--- src/rtl/des_pkg.sv ---
// DES constants, types and permutation functions.
`default_nettype none
package des_pkg;
	localparam int RoundCount = 16;
	localparam int RoundCtrW = $clog2(RoundCount);
	localparam int KeyW = 48;
	localparam int BlockW = 64;
	localparam int HalfW = 32;
	localparam int SlotW = 4;
	localparam int OpW = 2;

	typedef enum logic [1:0] {
		OP_LOAD = 2'd0,
		OP_ENCRYPT = 2'd1,
		OP_DECRYPT = 2'd2,
		OP_NONE = 2'd3
	} op_t;

	typedef enum logic [1:0] {
		ST_IDLE,
		ST_FETCH,
		ST_ROUND,
		ST_DONE
	} state_t;

	typedef logic [7:0] perm_entry_t;

	localparam perm_entry_t TabIp [64] = '{
		58,50,42,34,26,18,10,2, 60,52,44,36,28,20,12,4,
		62,54,46,38,30,22,14,6, 64,56,48,40,32,24,16,8,
		57,49,41,33,25,17,9,1,  59,51,43,35,27,19,11,3,
		61,53,45,37,29,21,13,5, 63,55,47,39,31,23,15,7};

	localparam perm_entry_t TabFp [64] = '{
		40,8,48,16,56,24,64,32, 39,7,47,15,55,23,63,31,
		38,6,46,14,54,22,62,30, 37,5,45,13,53,21,61,29,
		36,4,44,12,52,20,60,28, 35,3,43,11,51,19,59,27,
		34,2,42,10,50,18,58,26, 33,1,41,9,49,17,57,25};

	localparam perm_entry_t TabE [48] = '{
		32,1,2,3,4,5, 4,5,6,7,8,9, 8,9,10,11,12,13, 12,13,14,15,16,17,
		16,17,18,19,20,21, 20,21,22,23,24,25, 24,25,26,27,28,29, 28,29,30,31,32,1};

	localparam perm_entry_t TabP [32] = '{
		16,7,20,21,29,12,28,17, 1,15,23,26,5,18,31,10,
		2,8,24,14,32,27,3,9, 19,13,30,6,22,11,4,25};

	localparam logic [3:0] TabS [8][64] = '{
		'{14,4,13,1,2,15,11,8,3,10,6,12,5,9,0,7,
		  0,15,7,4,14,2,13,1,10,6,12,11,9,5,3,8,
		  4,1,14,8,13,6,2,11,15,12,9,7,3,10,5,0,
		  15,12,8,2,4,9,1,7,5,11,3,14,10,0,6,13},
		'{15,1,8,14,6,11,3,4,9,7,2,13,12,0,5,10,
		  3,13,4,7,15,2,8,14,12,0,1,10,6,9,11,5,
		  0,14,7,11,10,4,13,1,5,8,12,6,9,3,2,15,
		  13,8,10,1,3,15,4,2,11,6,7,12,0,5,14,9},
		'{10,0,9,14,6,3,15,5,1,13,12,7,11,4,2,8,
		  13,7,0,9,3,4,6,10,2,8,5,14,12,11,15,1,
		  13,6,4,9,8,15,3,0,11,1,2,12,5,10,14,7,
		  1,10,13,0,6,9,8,7,4,15,14,3,11,5,2,12},
		'{7,13,14,3,0,6,9,10,1,2,8,5,11,12,4,15,
		  13,8,11,5,6,15,0,3,4,7,2,12,1,10,14,9,
		  10,6,9,0,12,11,7,13,15,1,3,14,5,2,8,4,
		  3,15,0,6,10,1,13,8,9,4,5,11,12,7,2,14},
		'{2,12,4,1,7,10,11,6,8,5,3,15,13,0,14,9,
		  14,11,2,12,4,7,13,1,5,0,15,10,3,9,8,6,
		  4,2,1,11,10,13,7,8,15,9,12,5,6,3,0,14,
		  11,8,12,7,1,14,2,13,6,15,0,9,10,4,5,3},
		'{12,1,10,15,9,2,6,8,0,13,3,4,14,7,5,11,
		  10,15,4,2,7,12,9,5,6,1,13,14,0,11,3,8,
		  9,14,15,5,2,8,12,3,7,0,4,10,1,13,11,6,
		  4,3,2,12,9,5,15,10,11,14,1,7,6,0,8,13},
		'{4,11,2,14,15,0,8,13,3,12,9,7,5,10,6,1,
		  13,0,11,7,4,9,1,10,14,3,5,12,2,15,8,6,
		  1,4,11,13,12,3,7,14,10,15,6,8,0,5,9,2,
		  6,11,13,8,1,4,10,7,9,5,0,15,14,2,3,12},
		'{13,2,8,4,6,15,11,1,10,9,3,14,5,0,12,7,
		  1,15,13,8,10,3,7,4,12,5,6,11,0,14,9,2,
		  7,11,4,1,9,12,14,2,0,6,10,13,15,3,5,8,
		  2,1,14,7,4,10,8,13,15,12,9,0,3,5,6,11}};

	function automatic logic [BlockW-1:0] perm_ip(input logic [BlockW-1:0] src);
		logic [BlockW-1:0] res;
		for (int i = 0; i < BlockW; i++) res[BlockW-1-i] = src[BlockW-int'(TabIp[i])];
		return res;
	endfunction

	function automatic logic [BlockW-1:0] perm_fp(input logic [BlockW-1:0] src);
		logic [BlockW-1:0] res;
		for (int i = 0; i < BlockW; i++) res[BlockW-1-i] = src[BlockW-int'(TabFp[i])];
		return res;
	endfunction

	function automatic logic [HalfW-1:0] feistel(input logic [HalfW-1:0] r,
			input logic [KeyW-1:0] k);
		logic [KeyW-1:0] x;
		logic [HalfW-1:0] s;
		logic [HalfW-1:0] res;
		logic [5:0] c;
		for (int i = 0; i < KeyW; i++) x[KeyW-1-i] = r[HalfW-int'(TabE[i])];
		x = x ^ k;
		for (int b = 0; b < 8; b++) begin
			c = x[KeyW-1-6*b -: 6];
			s[HalfW-1-4*b -: 4] = TabS[b][{c[5], c[0], c[4:1]}];
		end
		for (int i = 0; i < HalfW; i++) res[HalfW-1-i] = s[HalfW-int'(TabP[i])];
		return res;
	endfunction
endpackage
`default_nettype wire

--- src/rtl/des_round.sv ---
// One Feistel round on a registered half-block pair.
`default_nettype none
module des_round (
	input  wire logic [des_pkg::HalfW-1:0] left,
	input  wire logic [des_pkg::HalfW-1:0] right,
	input  wire logic [des_pkg::KeyW-1:0]  round_key,
	output logic [des_pkg::HalfW-1:0]      next_left,
	output logic [des_pkg::HalfW-1:0]      next_right
);
	assign next_left = right;
	assign next_right = left ^ des_pkg::feistel(right, round_key);
endmodule
`default_nettype wire

--- src/rtl/des_block_cipher_core.sv ---
// DES core: round key memory, iterative Feistel round and output register.
//  channel | dir | tdata (low bit up)                           | tuser
//  s_axis  | in  | key_slot, round_key_value, data_block, pad | operation
//  m_axis  | out | result_block                                | -
// Encrypt/decrypt: a fetch state for the registered read of the first round
// key, then one round a cycle until the result is valid.
// Loads write a key slot. Reset clears control only; keys are undefined until
// loaded. A stalled result holds; the next item is taken once it transfers.
`default_nettype none
module des_block_cipher_core (
	input  wire logic         clk,
	input  wire logic         arst_n,
	input  wire logic         s_axis_tvalid,
	output logic              s_axis_tready,
	input  wire logic [119:0] s_axis_tdata, // key_slot, round_key_value, data_block, pad
	input  wire logic [1:0]   s_axis_tuser, // operation
	output logic              m_axis_tvalid,
	input  wire logic         m_axis_tready,
	output logic [63:0]       m_axis_tdata  // result_block
);
	logic [des_pkg::KeyW-1:0] key_mem [des_pkg::RoundCount];
	logic [des_pkg::KeyW-1:0] key_rd_q;
	logic [des_pkg::RoundCtrW-1:0] rd_addr;
	logic [des_pkg::RoundCtrW-1:0] rnd_q;
	logic decrypt_q;
	logic [des_pkg::HalfW-1:0] left_q, right_q, nl, nr;
	des_pkg::state_t state_q, state_d;
	logic [des_pkg::SlotW-1:0] slot;
	logic [des_pkg::KeyW-1:0] kval;
	logic [des_pkg::BlockW-1:0] blk, ipv;
	des_pkg::op_t op;
	logic in_xfer, last_round;

	assign slot = s_axis_tdata[3:0];
	assign kval = s_axis_tdata[51:4];
	assign blk = s_axis_tdata[115:52];
	assign op = des_pkg::op_t'(s_axis_tuser);
	assign in_xfer = s_axis_tvalid && s_axis_tready;
	assign ipv = des_pkg::perm_ip(blk);
	assign last_round = (rnd_q == des_pkg::RoundCtrW'(des_pkg::RoundCount - 1));

	always_comb begin
		state_d = state_q;
		s_axis_tready = 1'b0;
		unique case (state_q)
			des_pkg::ST_IDLE: begin
				s_axis_tready = 1'b1;
				if (s_axis_tvalid && (op == des_pkg::OP_ENCRYPT || op == des_pkg::OP_DECRYPT))
					state_d = des_pkg::ST_FETCH;
			end
			des_pkg::ST_FETCH: state_d = des_pkg::ST_ROUND;
			des_pkg::ST_ROUND: if (last_round) state_d = des_pkg::ST_DONE;
			des_pkg::ST_DONE: if (m_axis_tready) state_d = des_pkg::ST_IDLE;
			default: state_d = des_pkg::ST_IDLE;
		endcase
	end

	always_ff @(posedge clk or negedge arst_n) begin
		if (!arst_n) state_q <= des_pkg::ST_IDLE;
		else state_q <= state_d;
	end

	// address of the key for the round after rnd_q (or round 0 on fetch)
	always_comb begin
		logic [des_pkg::RoundCtrW-1:0] r;
		r = (state_q == des_pkg::ST_FETCH) ? '0 : rnd_q + 1'b1;
		rd_addr = decrypt_q ? ~r : r;
	end

	always_ff @(posedge clk) begin
		if (in_xfer && op == des_pkg::OP_LOAD) key_mem[slot] <= kval;
		key_rd_q <= key_mem[rd_addr];
	end

	des_round u_round (
		.left(left_q), .right(right_q), .round_key(key_rd_q),
		.next_left(nl), .next_right(nr)
	);

	always_ff @(posedge clk) begin
		if (state_q == des_pkg::ST_IDLE && in_xfer) begin
			left_q <= ipv[63:32];
			right_q <= ipv[31:0];
			decrypt_q <= (op == des_pkg::OP_DECRYPT);
		end
		if (state_q == des_pkg::ST_FETCH) rnd_q <= '0;
		if (state_q == des_pkg::ST_ROUND) begin
			left_q <= nl;
			right_q <= nr;
			rnd_q <= rnd_q + 1'b1;
		end
	end

	assign m_axis_tvalid = (state_q == des_pkg::ST_DONE);
	assign m_axis_tdata = des_pkg::perm_fp({right_q, left_q});
endmodule
`default_nettype wire

--- config.mk ---
export PLATFORM = sky130hd
export DESIGN_NAME = des_block_cipher_core
export DESIGN_NICKNAME = d
export VERILOG_FILES = /design/src/rtl/des_pkg.sv /design/src/rtl/des_round.sv /design/src/rtl/des_block_cipher_core.sv
export SDC_FILE = /design/constraint.sdc
export NUM_CORES = 1
export LEC_CHECK = 0
export BUFFER_PORTS_ARGS = -buffer_cell sky130_fd_sc_hd__buf_4
export CORE_MARGIN = 2
export CORE_UTILIZATION = 55
export DETAILED_ROUTE_END_ITERATION = 8
export GPL_TIMING_DRIVEN = 1
export PLACE_DENSITY = 0.74
export SYNTH_ARGS = -nofsm -noshare
export SYNTH_HDL_FRONTEND = slang
export SYNTH_SLANG_ARGS = --single-unit
export TNS_END_PERCENT = 100
--- constraint.sdc ---
create_clock -name clk -period 5.8 [get_ports clk]
set_input_delay 1.16 -clock clk [delete_from_list [all_inputs] [get_ports clk]]
set_output_delay 1.16 -clock clk [all_outputs]
set_load 0.005 [all_outputs]
# Word level (Yosys, flattened, before mapping)
# Memories as Yosys holds them, arrays and structs flattened. A register that Yosys moved wholly into a read port is not among the register bits.
# Cells that the tools add are included.
[word_totals]
register_bits = 71
latch_bits = 0
ramBits = 768
romBits = 2048
in_bits = 126
out_inout_bits = 66
wordCells = 84
mem_count = 9
[mem_list]
columns = ["name", "words", "word_bits", "rd", "rd_ports_with_merged_regs", "write_ports", "line_no", "rtl"]
rows = [
  ["key_mem", 16, 48, 1, 1, 1, "des_block_cipher_core.sv:21", "logic [des_pkg::KeyW-1:0] key_mem [des_pkg::RoundCount];"],
  ["(no name shown)", 64, 4, 1, 0, 0, "des_pkg.sv:104", "s[HalfW-1-4*b -: 4] = TabS[b][{c[5], c[0], c[4:1]}];"],
  ["(no name shown)", 64, 4, 1, 0, 0, "des_pkg.sv:104", ""],
  ["(no name shown)", 64, 4, 1, 0, 0, "des_pkg.sv:104", ""],
  ["(no name shown)", 64, 4, 1, 0, 0, "des_pkg.sv:104", ""],
  ["(no name shown)", 64, 4, 1, 0, 0, "des_pkg.sv:104", ""],
  ["3 more memories", "--", "--", "--", "--", "--", "--", ""],
]
[classes]
add_sub_neg = 1
n_mul = 0
n_div = 0
magnitude_cmp = 8
eq_ne = 9
shift = 0
mux = 31
n_bitwise = 11
n_reduce_logical = 10
[ops]
columns = ["cell", "count"]
rows = [
  ["two-way mux 32 bit", 4],
  ["two-way mux 4 bit", 20],
  [">= comparator 7 bit, second input constant", 8],
  ["NOT 6 -> 7 bit", 8],
  ["XOR 48 bit", 1],
  ["XOR 32 bit", 1],
  ["one-hot mux 2 bit (4 select lines)", 1],
  ["equality test 2 bit, second input constant", 3],
  ["two-way mux 2 bit", 3],
  ["adder 4 x 1 -> 4 bit, second input constant", 1],
  ["equality test 2 x 1 -> 1 bit, second input constant", 2],
  ["equality test 4 bit, second input constant", 1],
  ["logical AND 1 bit", 4],
  ["zero test 2 bit", 2],
  ["!= test 2 bit, second input constant", 2],
  ["NOT 4 bit", 1],
  ["nonzero test 2 bit", 2],
  ["two-way mux 1 bit", 3],
  ["AND reduction 3 bit", 1],
  ["!= test 2 x 1 -> 1 bit, second input constant", 1],
  ["logical OR 1 bit", 1],
]

# Logic depth before layout (Yosys ltp)
[depth]
depth_word = 7
mapped_depth = 10
mapped_depth_nobuf = 9

# Cells and area by module
# From an unflattened synthesis, not the netlist that was laid out.
[hier_totals]
cells_unflattened = 3106
area_unflattened_um2 = 39504.1
[by_module_without_submodules]
columns = ["module", "n_inst", "cells_each", "area_each_um2", "seq_area_each_um2"]
rows = [
  ["des_block_cipher_core", 1, 2359, 33672.3, 26145.1],
  ["des_round", 1, 747, 5831.8, 0.0],
]

# Worst setup path after synthesis
# Ideal clock, no wire load.
[synth_path]
kind = "input-to-reg"
start = "in s_axis_tvalid"
end = "mem key_mem[0][0] in the netlist's numbering, enable pin"
setup_ns = 0.513
t_arrival_ns = 5.146
required_ns = 5.287
setup_slack_ns = 0.140
cell_stages = 5
path_buffers = 1
cell_sequence = "and2_1 -> clkbuf_1 -> nand2_1 -> or3_1 -> nor3_1"
[synth_via]
elab_chain_len = 4
[synth_rtl]
columns = ["item", "line_no", "rtl"]
rows = [
  ["start: declaration", "des_block_cipher_core.sv:13", "input wire logic s_axis_tvalid,"],
  ["logical AND 1 bit", "des_block_cipher_core.sv:38", "assign in_xfer = s_axis_tvalid && s_axis_tready;"],
  ["logical AND 1 bit", "des_block_cipher_core.sv:71", "if (in_xfer && op == des_pkg::OP_LOAD) key_mem[slot] <= kval;"],
  ["two-way mux 1 bit", "des_block_cipher_core.sv:71", ""],
  ["two-way mux 1 bit (not written as such)", "des_block_cipher_core.sv:71", ""],
  ["end: declaration", "des_block_cipher_core.sv:21", ""],
]
# No other way between the ends.

# Final worst setup path
[layout_path]
start = "reg right_q[12] in the netlist's numbering"
end = "reg right_q[18] in the netlist's numbering, data pin"
[layout_via]
elab_chain_len = 7
[layout_rtl]
columns = ["item", "line_no", "rtl"]
rows = [
  ["start: declaration", "des_block_cipher_core.sv:26", "logic [des_pkg::HalfW-1:0] left_q, right_q, nl, nr;"],
  ["start signal: assignment", "des_block_cipher_core.sv:83", "right_q <= ipv[31:0];"],
  ["start signal: assignment", "des_block_cipher_core.sv:89", "right_q <= nr;"],
  ["XOR 48 bit", "des_pkg.sv:101", "x = x ^ k;"],
  ["NOT 6 -> 7 bit (not written as such)", "des_pkg.sv:104", ""],
  ["memory (64 x 4 bit)", "--", ""],
  ["two-way mux 4 bit (not written as such) (2 in series)", "des_pkg.sv:104", ""],
  ["XOR 32 bit", "des_round.sv:11", "assign next_right = left ^ des_pkg::feistel(right, round_key);"],
  ["two-way mux 32 bit", "des_block_cipher_core.sv:87", "if (state_q == des_pkg::ST_ROUND) begin"],
]
# No other way between the ends. The select of a mux whose other input is x is not followed.
# A chain may end at the register's enable or synchronous reset.

==> impl_metrics.yaml <==
status:
  status: "completed"
synth:
  ys_seq_area_share_pct: 66.6
  synth_xor_area_share_pct: 3.07
  synthSimpleGateAreaFrac_pct: 3.40
  synth_cell_types: 75
  synth_warnings: 0
  synth.net_count: 2418
  ys_ff_latch: 887
  synth_edf_count: 837
  synthArstFlopShare_pct: 0.225
  syn_avg_cell_area_um2: 17.7
  synth_area_mm2: 0.0392
  muxShareOfSynthArea_pct: 18.6
  synthAdderAreaFrac_pct: 2.26
  synth_top_family_by_area: "multiplexers"
  netlist_instances: 2222
  ys.flop_type: "edfxtp_1"
  synth_compound_area_share_pct: 4.20
worst_setup_path:
  critPathLaunch: "right_q[12]"
  crit_arrival_ns: 4.13
  critPathKind: "reg -> reg"
  worstPathRequired_ns: 6.15
  cp_num_cells: 8
  cp_cell_sequence: "xor2_1, clkinv_1, ha_1, mux2_2, mux4_2, or2_2, a31oi_1, o221ai_1"
  cp_max_fo: 11
  cp_slowest_stage_delay_ns: 0.74
  critPathCaptureType: "flip-flop"
  cp_slowest_cell: "xor2_1"
  timing.rr.start: "right_q[12]"
  crit_buf_inv: 1
  worst-r2r-cell-count: 8
  cp_top_family: "XOR/XNOR gates"
  critPathLaunchType: "flip-flop"
timing:
  fin_setup_tns_ns: 0
  setup_viol: 0
  slew_viol_final: 0
  period_needed_ns: 3.78
  final_hold_viol_count: 0
  worst_slew_pin_slew_ns: 1.34
  rsz0062_at_grt: "no"
  max-slew-margin-rel_pct: 10.5
  finalCritPeriodShare_pct: 65.1
  max_clock_freq_mhz: 265
  skew_ns: 0.0255
finish:
  post-route-util_pct: 63.6
  area_growth_pct: 14.0
  drive_above_1_share_pct: 29.1
  nets: 2623
clocking:
  cts_hold_buf: 0
  clk_pin_slew_worst_paths_ns: 0.06
  clock_path_buffers: 3
  postCtsSetupBuffers: 0
  worstSkewPairLatency_ns: 0.65
  cts_max_level: 3
  cts_made_buffers: 88
  root_buffer: "clkbuf_16"
  cts_tree: "done"
  cts.sink_count: 887
  cts_resized: 0
detailed_routing:
  drtAntennaViolNets: 0
  dr.pass1.iters: 5
  viasPerCell: 6.19
  drc: 0
  routed_wl_um: 88100
  avgRoutedWirePerCell_um: 25.6
  drt_iter0_markers: 2200
  vias: 21300
worst_hold_path:
  hold_path_class: "in -> async"
global_route:
  grt_pass1_wl_um: 133000
  grt_usage_pct: 24.0
  grt_pass1_vias: 21500
  antenna_found_initial: 8
  grt_remaining_overflow: 0
  grt_max_degree: 97
floorplan:
  io_pins: 192
  core_area_mm2: 0.0704
  die-area_mm2: 0.0735
  die_h_um: 271
  initial_core_util_pct: 55.8
  rows: 97
  die_w_um: 271
place:
  gp_congestion: 0.891
  dpl.hpwl_um: 52900
  port_buffers: 187
flow_run:
  maxCapViolations: 0
cell usage after synthesis, drive strengths merged, types with 10 or more instances:
master	instances	area [um^2]
mux2i	109	1090
xnor2	72	694
xor2	48	510
inv	55	206
nor2	72	270
a21oi	31	155
nand3	26	130
mux4	229	5160
o21ai	81	405
o211ai	15	113
a211oi	14	110
a31oi	13	81.3
buf	62	315
o31ai	10	75.1
nand2	108	405
edfxtp	837	25100
mux2	92	1040
dfxtp	48	961
ha	70	876
clkbuf	56	210
nor3	42	210
cells in the final DEF (no fill, tap or decap), types with 10 or more instances in the layout:
cell type and n:
clkbuf_1 18, buf_4 226, o211ai_1 15, ha_1 69, nor2_1 60, mux2i_1 109
inv_1 50, clkinv_1 21, nand3_1 26, mux4_2 227, o21ai_0 80, a21oi_1 31
clkbuf_16 88, xnor2_1 63, nor3_1 38, clkinv_2 14, nand2_1 108, edfxtp_1 837
nor2_4 12, xor2_1 37, o31ai_1 10, mux2_2 92, a211oi_1 13, a31oi_1 13
dfxtp_1 48
metrics by stage:
| stage | worst slack, ns | std cells | hold WS, ns | area, um^2 |
|---|---|---|---|---|
| after floorplan | 0.140 | 2222 | 0.587 | 39200 |
| final | 2.02 | 3443 | 0.288 | 44700 |
| after CTS | 2.03 | 3440 | 0.263 | 44700 |
| after detailed placement | 2.05 | 3277 | 0.613 | 41900 |
| after global placement | 2.06 | 3277 | 0.606 | 41900 |
| after global routing | 1.72 | 3441 | 0.276 | 44700 |
metal layers:
layer,global-route usage (%),up-vias,routed length (um)
met3,3.71,118,6530
met2,38.6,856,42600
li1,-,9328,-
met1,34.7,11000,37100
met4,6.58,6,1940
met5,0,-,38
worst reg2reg max path, delay by kind of cell (launching register included):
kind | cells | cell delay [ns]
AOI/OAI and AO/OA | 2 | 0.27
xor gates and xnor gates | 1 | 0.74
adders and majority gates | 1 | 0.38
buffers and inverters | 1 | 0.55
DFF | 1 | 0.53
muxes | 2 | 0.73
and+or+nand+nor | 1 | 0.29
registers in the layout, indices dropped and copies added (netlist names):
signal	cells
key_mem	768
key_rd_q	48
left_q	32
right_q	32
rnd_q	4
state_q	2
decrypt_q	1
kinds of logic (layout without fill, tap and decap cells):
group | after synthesis | after routing
AO/OA/AOI/OAI | 244 | 244
other | 0 | 3
multiplexers | 430 | 430
flip-flops | 887 | 887
buffers and inverters | 175 | 453
adder cells (fa/ha/maj) | 71 | 71
AND/OR/NAND/NOR | 295 | 295
XOR/XNOR | 120 | 120
path summary, 6_finish.rpt:
check | end | slack [ns]
max | right_q[18] | 2.02
min | state_q[1] | 0.29
max reg2reg | right_q[18] | 2.02
min reg2reg | rnd_q[0] | 0.63
max in group asynchronous | state_q[0] | 5.42
min in group clk | rnd_q[0] | 0.63
area by class of cell:
type                            count  area, um^2
Clock buffer                      113        2370
Timing Repair Buffer              233        1840
Inverter                           57         214
Fill cell                        4837       25700
Tap cell                          940        1180
Multi-Input combinational cell   1160       12500
Sequential cell                   887       26100
Antenna cell                        3        7.51
Clock inverter                     50         452
Power is left out: the tool's default activity adds up to more than one toggle a clock period on the data nets, which glitch-free logic cannot reach.
